<file path="config.mk">
export PLATFORM = sky130hd
export DESIGN_NAME = fp64_to_fp32_converter_flat
export DESIGN_NICKNAME = d
export VERILOG_FILES = /design/src/rtl/core/f2s_pkg.sv /design/src/rtl/core/f2s_stream_if.sv /design/src/rtl/core/f2s_round.sv /design/src/rtl/core/fp64_to_fp32_converter.sv /design/src/flat_wrapper.sv
export SDC_FILE = /design/constraint.sdc
export NUM_CORES = 1
export LEC_CHECK = 0
export BUFFER_PORTS_ARGS = -buffer_cell sky130_fd_sc_hd__buf_2
export CAP_MARGIN = 5
export CORE_AREA = 2 2 39 41
export CTS_CLUSTER_DIAMETER = 80
export DETAILED_ROUTE_END_ITERATION = 12
export DIE_AREA = 0 0 41 43
export PLACE_DENSITY = 0.33
export SYNTH_ARGS = -nofsm -noshare
export SYNTH_HDL_FRONTEND = slang
export SYNTH_HIERARCHICAL = 1
export SYNTH_SLANG_ARGS = --single-unit
</file>
<file path="constraint.sdc">
create_clock -name clk -period 1.6 [get_ports clk]
set_input_delay 0.16 -clock clk [delete_from_list [all_inputs] [get_ports clk]]
set_output_delay 0.16 -clock clk [all_outputs]
set_load 0.02 [all_outputs]
</file>
<file path="src/rtl/core/f2s_pkg.sv">
// Package with shared types and constants for the double-to-single converter.
`timescale 1ns / 1ps
package f2s_pkg;
	localparam int unsigned DBL_W = 64;
	localparam int unsigned SGL_W = 32;
	localparam logic [10:0] DBL_EXP_MAX = 11'h7FF;
	localparam logic [30:0] SGL_INF_MAG = 31'h7F800000;
	localparam logic [30:0] SGL_QNAN_MAG = 31'h7FC00000;
	localparam logic [11:0] EXP_BIAS_DIFF = 12'd896;

	typedef struct packed {
		logic [DBL_W-1:0] double_bits;
		logic is_last;
	} in_beat_t;

	typedef struct packed {
		logic [SGL_W-1:0] single_bits;
		logic last_out;
	} out_beat_t;
endpackage

</file>
<file path="src/rtl/core/f2s_stream_if.sv">
// Valid/ready stream interface carrying one beat of payload.
`timescale 1ns / 1ps
interface f2s_stream_if #(parameter type payload_t = logic);
	logic valid;
	logic ready;
	payload_t payload;
	modport source (output valid, output payload, input ready);
	modport sink (input valid, input payload, output ready);
endinterface

</file>
<file path="src/rtl/core/f2s_round.sv">
// Combinational binary64 to binary32 conversion with round to nearest even.
`timescale 1ns / 1ps
module f2s_round (
	input logic [f2s_pkg::DBL_W-1:0] double_bits,
	output logic [f2s_pkg::SGL_W-1:0] single_bits
);
	import f2s_pkg::*;

	logic sign;
	logic [10:0] exp_d;
	logic [51:0] frac;
	logic [11:0] eb;
	logic [31:0] v_norm;
	logic [28:0] rem_norm;
	logic up_norm;
	logic [5:0] shift;
	logic [52:0] mant;
	logic [113:0] ext;
	logic [23:0] q_sub;
	logic up_sub;

	always_comb begin
		sign = double_bits[63];
		exp_d = double_bits[62:52];
		frac = double_bits[51:0];
		eb = {1'b0, exp_d} - EXP_BIAS_DIFF;
		v_norm = {1'b0, eb[7:0], frac[51:29]};
		rem_norm = frac[28:0];
		up_norm = rem_norm[28] && ((|rem_norm[27:0]) || v_norm[0]);
		v_norm = v_norm + {31'd0, up_norm};
		mant = {1'b1, frac};
		shift = 6'(12'd30 - eb);
		ext = {mant, 61'd0} >> shift;
		q_sub = ext[84:61];
		up_sub = ext[60] && ((|ext[59:0]) || q_sub[0]);
		single_bits = {sign, 31'd0};
		if (exp_d == DBL_EXP_MAX) begin
			if (frac == '0)
				single_bits = {sign, SGL_INF_MAG};
			else
				single_bits = {sign, SGL_QNAN_MAG | {9'd0, frac[50:29]}};
		end else if (exp_d == '0) begin
			single_bits = {sign, 31'd0};
		end else if (!eb[11] && eb >= 12'd255) begin
			single_bits = {sign, SGL_INF_MAG};
		end else if (!eb[11] && eb != '0) begin
			if (v_norm[30:0] >= SGL_INF_MAG)
				single_bits = {sign, SGL_INF_MAG};
			else
				single_bits = {sign, v_norm[30:0]};
		end else if (eb[11] && eb < 12'hFE2) begin
			single_bits = {sign, 31'd0};
		end else begin
			single_bits = {sign, 7'd0, q_sub + {23'd0, up_sub}};
		end
	end

	logic unused_ext;
	assign unused_ext = |ext[113:85];
endmodule

</file>
<file path="src/rtl/core/fp64_to_fp32_converter.sv">
// Top level of the streaming double-to-single converter.
// Channel | Dir | Payload
// in_s    | in  | double_bits[63:0], is_last
// out_s   | out | single_bits[31:0], last_out
// One beat is accepted per cycle into the input register unless back-pressure
// from out_s holds it; the rounding logic between it and the output register
// is combinational and feeds the output register. Each register advances
// whenever the register after it is empty or being drained. Reset clears only
// the valid flags.
`timescale 1ns / 1ps
module fp64_to_fp32_converter (
	input logic clk,
	input logic arst_n,
	f2s_stream_if.sink in_s,
	f2s_stream_if.source out_s
);
	import f2s_pkg::*;

	logic valid_s1;
	in_beat_t beat_s1;
	logic valid_q;
	out_beat_t res_q;
	logic [SGL_W-1:0] conv;
	in_beat_t in_beat;
	logic res_free;

	assign in_beat = in_s.payload;
	assign res_free = !valid_q || out_s.ready;
	assign in_s.ready = !valid_s1 || res_free;
	assign out_s.valid = valid_q;
	assign out_s.payload = res_q;

	f2s_round u_round (.double_bits(beat_s1.double_bits), .single_bits(conv));

	always_ff @(posedge clk or negedge arst_n) begin
		if (!arst_n) begin
			valid_s1 <= 1'b0;
			valid_q <= 1'b0;
		end else begin
			if (in_s.ready) begin
				valid_s1 <= in_s.valid;
			end
			if (res_free) begin
				valid_q <= valid_s1;
			end
		end
	end

	always_ff @(posedge clk) begin
		if (in_s.ready && in_s.valid) begin
			beat_s1 <= in_beat;
		end
		if (res_free && valid_s1) begin
			res_q.single_bits <= conv;
			res_q.last_out <= beat_s1.is_last;
		end
	end
endmodule
</file>
<file path="src/flat_wrapper.sv">
// flat-port wrapper written by rule: the top's interface ports become plain ports
module fp64_to_fp32_converter_flat import f2s_pkg::*;
  (clk, arst_n, in_s_valid, in_s_payload, in_s_ready, out_s_valid, out_s_payload, out_s_ready);
  f2s_stream_if in_s_i ();
  f2s_stream_if out_s_i ();
  input logic clk;
  input logic arst_n;
  input wire logic [$bits(in_s_i.valid)-1:0] in_s_valid;
  input wire logic [$bits(in_s_i.payload)-1:0] in_s_payload;
  output wire logic [$bits(in_s_i.ready)-1:0] in_s_ready;
  output wire logic [$bits(out_s_i.valid)-1:0] out_s_valid;
  output wire logic [$bits(out_s_i.payload)-1:0] out_s_payload;
  input wire logic [$bits(out_s_i.ready)-1:0] out_s_ready;
  assign in_s_i.valid = in_s_valid;
  assign in_s_i.payload = in_s_payload;
  assign in_s_ready = in_s_i.ready;
  assign out_s_valid = out_s_i.valid;
  assign out_s_payload = out_s_i.payload;
  assign out_s_i.ready = out_s_ready;
  fp64_to_fp32_converter u_core (.clk(clk), .arst_n(arst_n), .in_s(in_s_i), .out_s(out_s_i));
endmodule
</file>
==> results of run 1 <==
kinds of logic (layout without fill, tap and decap cells):
logic type	count (synthesis)	count (layout)	share of synthesized area, %
DFF	4	4	67.2
and+or+nand+nor	6	6	32.8
buffers and inverters	0	12	0
cell type report:
| cell class | count | area, um^2 | share of cell area (%) |
|---|---|---|---|
| clock buffer | 4 | 26.3 | 10.3 |
| multi-input combinational | 6 | 53.8 | 21.1 |
| sequential | 4 | 110 | 43.1 |
| tap | 16 | 20.0 | 7.84 |
| timing repair buffer | 8 | 45.0 | 17.6 |
power by group:
| part | internal [mW] | switching [mW] |
|---|---|---|
| clock network | 0.0939 | 0.0462 |
| logic | 0.0180 | 0.0168 |
| registers | 0.117 | 0.00543 |
final timing paths:
check	cells past startpoint	to	start	slack, ps
worst min register to register	0	u_core/out_s.payload	u_core/beat_s1[0]	430
worst min-delay path	1	u_core/beat_s1[0]	in_s_payload	90
max in group asynchronous	2	u_core/valid_s1	arst_n	1260
worst max-delay path	2	in_s_ready	u_core/out_s.valid	540
min in group asynchronous	2	u_core/out_s.valid	arst_n	240
worst max register to register	2	u_core/out_s.payload	u_core/out_s.valid	640
timing repair:
action,CTS,global route
hold buffers,1,0
endpoints found under the hold margin,2,0
buffers inserted,0,0
flip-flops by register name, summed over array words and instances (netlist names):
register and flops:
u_core/beat_s1 1, u_core/out_s.valid 1, u_core/valid_s1 1, u_core/out_s.payload 1
cells in the final DEF, fill, tap and decap left out:
cell type and n:
and2_4 1, clkbuf_1 1, dlygate4sd3_1 1, clkbuf_4 3
dfrtp_1 2, edfxtp_1 2, buf_2 7, nand3b_4 1
nand2b_1 3, and2_1 1
layer usage:
metal  GRT usage [%]  vias to the layer above  routed length [um]
met1            6.51                       52                 138
met2            6.25                       11                  97
met5               0                        -                   0
met3            9.42                        0                  64
li1                -                       57                   -
met4            2.00                        0                   0
critical path, cell delays in order, from the launching register on:
cell      delay [ps]
dfrtp_1          410
nand3b_4         100
buf_2            160
per-stage QoR:
| stage | util, % | power [mW] | instance area, um^2 |
|---|---|---|---|
| finish | 18.4 | 0.298 | 255 |
| global route | 18.4 | 0.326 | 255 |
| CTS | 18.4 | 0.308 | 255 |
| detailed placement | 15.8 | 0.157 | 219 |
| global placement | 15.8 | 0.157 | 219 |
| floorplan | - | 0.144 | 164 |
==> impl_metrics.ini, run 1 <==
[clock_network]
h-tree-depth = 1
cts_buffers = 3
cts.sinks = 4
clkSlewWorstSetupHoldPaths_ps = 40
insertion_delay_ps = 240
clockBufferDepth = 2
cts_tree = done
root_buffer = clkbuf_4
post_cts_resized = 0

[global_route]
grt_pass1_wl_um = 600
grt_max_degree = 4
grt_usage_pct = 6.15
grt_pass1_vias = 146
overflow = 0
antenna_found_initial = 0

[worst_hold_path]
hold_class = input pin to register

[synthesis]
syn_inst = 10
synth_edf_count = 2
synth_async_sr_flop_share_pct = 50.0
yosys.area.top_type_share_pct = 36.6
synth_seq_cells = 4
synth_cell_type_count = 6
syn_nets = 15
synth.largest_area_cell = edfxtp_1
syn-cell-area_um2 = 164
synth_ff_type = edfxtp_1
synth.most_common_cell = nand2b_1
yosys-top-cells-area = edfxtp_1 (37%), dfrtp_1 (31%), nand3b_4 (12%), nand2b_1 (11%), and2_4 (5.3%)
avgSynthCellArea_um2 = 16.4
synth_common_cells = nand2b_1 (3), dfrtp_1 (2), edfxtp_1 (2)
ys_warn_count = 6
ys_seq_area_share_pct = 67.2

[place]
pre_cts_ws_ps = 659
portBuffers = 7
place_congestion = 0.652
placed_cells = 33

[floorplanning]
die_h_um = 43
num_rows = 14
initial_core_util_pct = 11.8
dieWidth_um = 41
coreArea_mm2 = 0.00138
die_area_mm2 = 0.00176
io_pins = 8

[final_layout]
instances_no_fill = 38
nets = 28
area_growth_pct = 55.7
drive_gt1_share_pct = 54.5
fillerInstances = 154
num_antenna_cells = 0

[drt]
drc = 0
dr.pass1.iters = 4
wirelength_um = 300
drtAntennaViolNets = 0
wl_per_cell_um = 7.89
viasPerCell = 3.16
num_vias = 120
drt_iter0_markers = 3

[timing]
skew_ps = 8.82
fin_crit_ps = 1060
rsz0062_at_grt = false
slew_headroom_pct = 89.6
max_freq_ghz = 0.940
worst_pin_slew_ps = 157
setup_viol = 0
fin_ws_ps = 536
whs_ps = 92.1
fin_crit_sh_pct = 66.5
slew_violations = 0
hold_viol_final = 0
fin_tns_setup_ps = 0

[power]
ir_worst_vdd_uv = 392
powerDensity_mw_per_mm2 = 1170
p_leak_nw = 0.113

[setup_path]
worst-path-max-fanout = 3
startpoint_type = register
end_kind = output port
critPathRequiredTime_ps = 1440
worstSetupPathType = register to output port
arrival_ps = 900

[run_status]
status = finished, final reports clean

[run]
maxCapViolCount = 0
Note: power is estimated with default switching activity, not from simulation.
==> run 2: changes to the inputs <==
--- a/config.mk
+++ b/config.mk
@@ -11,7 +11,7 @@
 export CTS_CLUSTER_DIAMETER = 80
 export DETAILED_ROUTE_END_ITERATION = 12
 export DIE_AREA = 0 0 41 43
-export PLACE_DENSITY = 0.33
+export PLACE_DENSITY = 0.34
 export SYNTH_ARGS = -nofsm -noshare
 export SYNTH_HDL_FRONTEND = slang
 export SYNTH_HIERARCHICAL = 1
==> constraint.sdc (replaced) <==
create_clock -name clk -period 0.9 [get_ports clk]
set_input_delay 0.09 -clock clk [delete_from_list [all_inputs] [get_ports clk]]
set_output_delay 0.09 -clock clk [all_outputs]
set_load 0.02 [all_outputs]
==> run 2 against run 1 <==
  * The run now ends with negative setup slack left
  * Highest routed layer is now met4
  * Die area unchanged
  * Setup slack worse by 660 ps
  * Largest cell class unchanged
  * Sequential cell count unchanged
  * Critical path depth up 1
  * Combinational power rose to 3.1 times the previous value
  * Sequential share of layout area down 8.0 points
  * Count of clock-buffer cells in the layout unchanged
  * Register-to-register slack worse by 740 ps
  * Final cell count up 11%
  * Utilization up 4.4 points
  * Via count up 8.3%
  * Sequential power up 77%
==> impl_metrics.ini, run 2 (synthesized netlist as in run 1, its figures left out) <==
[run_status]
status = complete, but fails checks
violations = negative setup slack

[drt]
wirelength_um = 354
dr.pass1.iters = 2
num_vias = 130
drt_iter0_markers = 11
drc = 0
drtAntennaViolNets = 0
wl_per_cell_um = 8.43
viasPerCell = 3.10

[power]
ir_worst_vdd_uv = 573
power_mw = 0.571
powerDensity_mw_per_mm2 = 1800
p_leak_nw = 0.148

[clock_network]
cts_tree = done
cts_buffers = 3
cts.sinks = 4
clkSlewWorstSetupHoldPaths_ps = 40
h-tree-depth = 1
clockBufferDepth = 2
root_buffer = clkbuf_4
insertion_delay_ps = 240

[setup_path]
arrival_ps = 940
r2r_cells = 3
reg2reg_slack_ps = -100
worst-path-max-fanout = 2
rr_startpoint = u_core/out_s.valid
startpoint_type = register
worstSetupPathType = register to output port
rr_endpoint = u_core/out_s.payload
critPathRequiredTime_ps = 810
end_kind = output port

[global_route]
grt_pass1_vias = 126
grt_pass1_wl_um = 503
overflow = 0
grt_usage_pct = 5.25
grt_max_degree = 4
antenna_found_initial = 0

[floorplanning]
die_h_um = 43
num_rows = 14
dieWidth_um = 41
coreArea_mm2 = 0.00138
io_pins = 8
initial_core_util_pct = 11.8
die_area_mm2 = 0.00176

[place]
portBuffers = 7
place_congestion = 0.541
pre_cts_ws_ps = -28.4

[timing]
slew_violations = 0
worst_pin_slew_ps = 125
fin_ws_ps = -126
hold_viol_final = 0
rsz0062_at_grt = true
max_freq_ghz = 0.974
setup_viol = 4
skew_ps = 8.81
fin_crit_ps = 1030
fin_crit_sh_pct = 114
slew_headroom_pct = 91.7

[final_layout]
area_growth_pct = 93.1
final_common_cell = buf_2
drive_gt1_share_pct = 73.1
num_antenna_cells = 0
multiInputGateArea_um2 = 63.8
nets = 32
layout_common_cells = buf_2 (5), buf_6 (4), clkbuf_4 (3)
seq_area_um2 = 111
fillerInstances = 149

[run]
maxCapViolCount = 0

[worst_hold_path]
hold_class = input pin to register
hp-start = in_s_payload
holdPathStages = 1
min_to = u_core/beat_s1[0]
run 2: cell types whose count changed in the layout (fill, tap and decap cells not counted):
cell	change
and2_1	-1
nand2b_1	-1
and2_4	+1
buf_4	+2
dfrtp_1	-1
buf_6	+4
dfrtp_2	+1
buf_2	-2
nand2b_4	+1
run 2: worst max-delay path by stage:
stage                                   from                    to  slack, ps  cells after the start
after floorplan           u_core/out_s.valid     u_core/beat_s1[0]       -110                      2
after global placement    u_core/out_s.valid  u_core/out_s.payload        -20                      2
after detailed placement  u_core/out_s.valid  u_core/out_s.payload        -30                      2
after CTS                 u_core/out_s.valid  u_core/out_s.payload       -130                      3
after global routing         u_core/valid_s1            in_s_ready       -170                      3
final                     u_core/out_s.valid            in_s_ready       -130                      3
run 2: repair_timing:
action | in CTS | in global routing
resized for setup | 5 | 3
endpoints found under the setup margin | 4 | 5
hold endpoints to repair | 2 | 0
pin swaps | 1 | 0
gates cloned | 0 | 0
hold buffers | 1 | 0
setup buffers | 2 | 0
run 2: worst max-delay path, cell delays in order, from the launching register on:
cell      delay [ps]
dfrtp_2          380
nand3b_4          80
buf_6            120
buf_6            120
run 2: routing by layer:
| metal | wire length [um] | vias up | track usage (%) |
|---|---|---|---|
| li1 | - | 67 | - |
| met1 | 167 | 53 | 5.56 |
| met2 | 141 | 8 | 4.06 |
| met3 | 37 | 2 | 6.81 |
| met4 | 6 | 0 | 6.00 |
| met5 | 0 | - | 0 |
run 2: layout make-up:
cell class | count | area share [%]
repair buffers | 12 | 30.0
multi-input cells | 6 | 20.2
well taps | 16 | 6.32
clock buffers | 4 | 8.30
flip-flops and latches | 4 | 35.2
run 2: power by group:
group / leakage, nW / internal, mW / switching [mW]
registers: 0.0398 / 0.209 / 0.00910
clock network: 0.0150 / 0.167 / 0.0791
logic: 0.0931 / 0.0672 / 0.0402
run 2: metrics by stage:
stage	TNS [ps]	hold WS (ps)	instances	instance area, um^2	util (%)
6_report	-338	37.3	42	317	22.9
5_1_grt	-421	14.1	42	317	22.9
4_1_cts	-393	16.4	42	303	21.9
3_5_place_dp	-45.6	-123	35	235	17.0
3_3_place_gp	-23.9	-124	35	235	17.0
2_1_floorplan	-171	-206	10	165	-
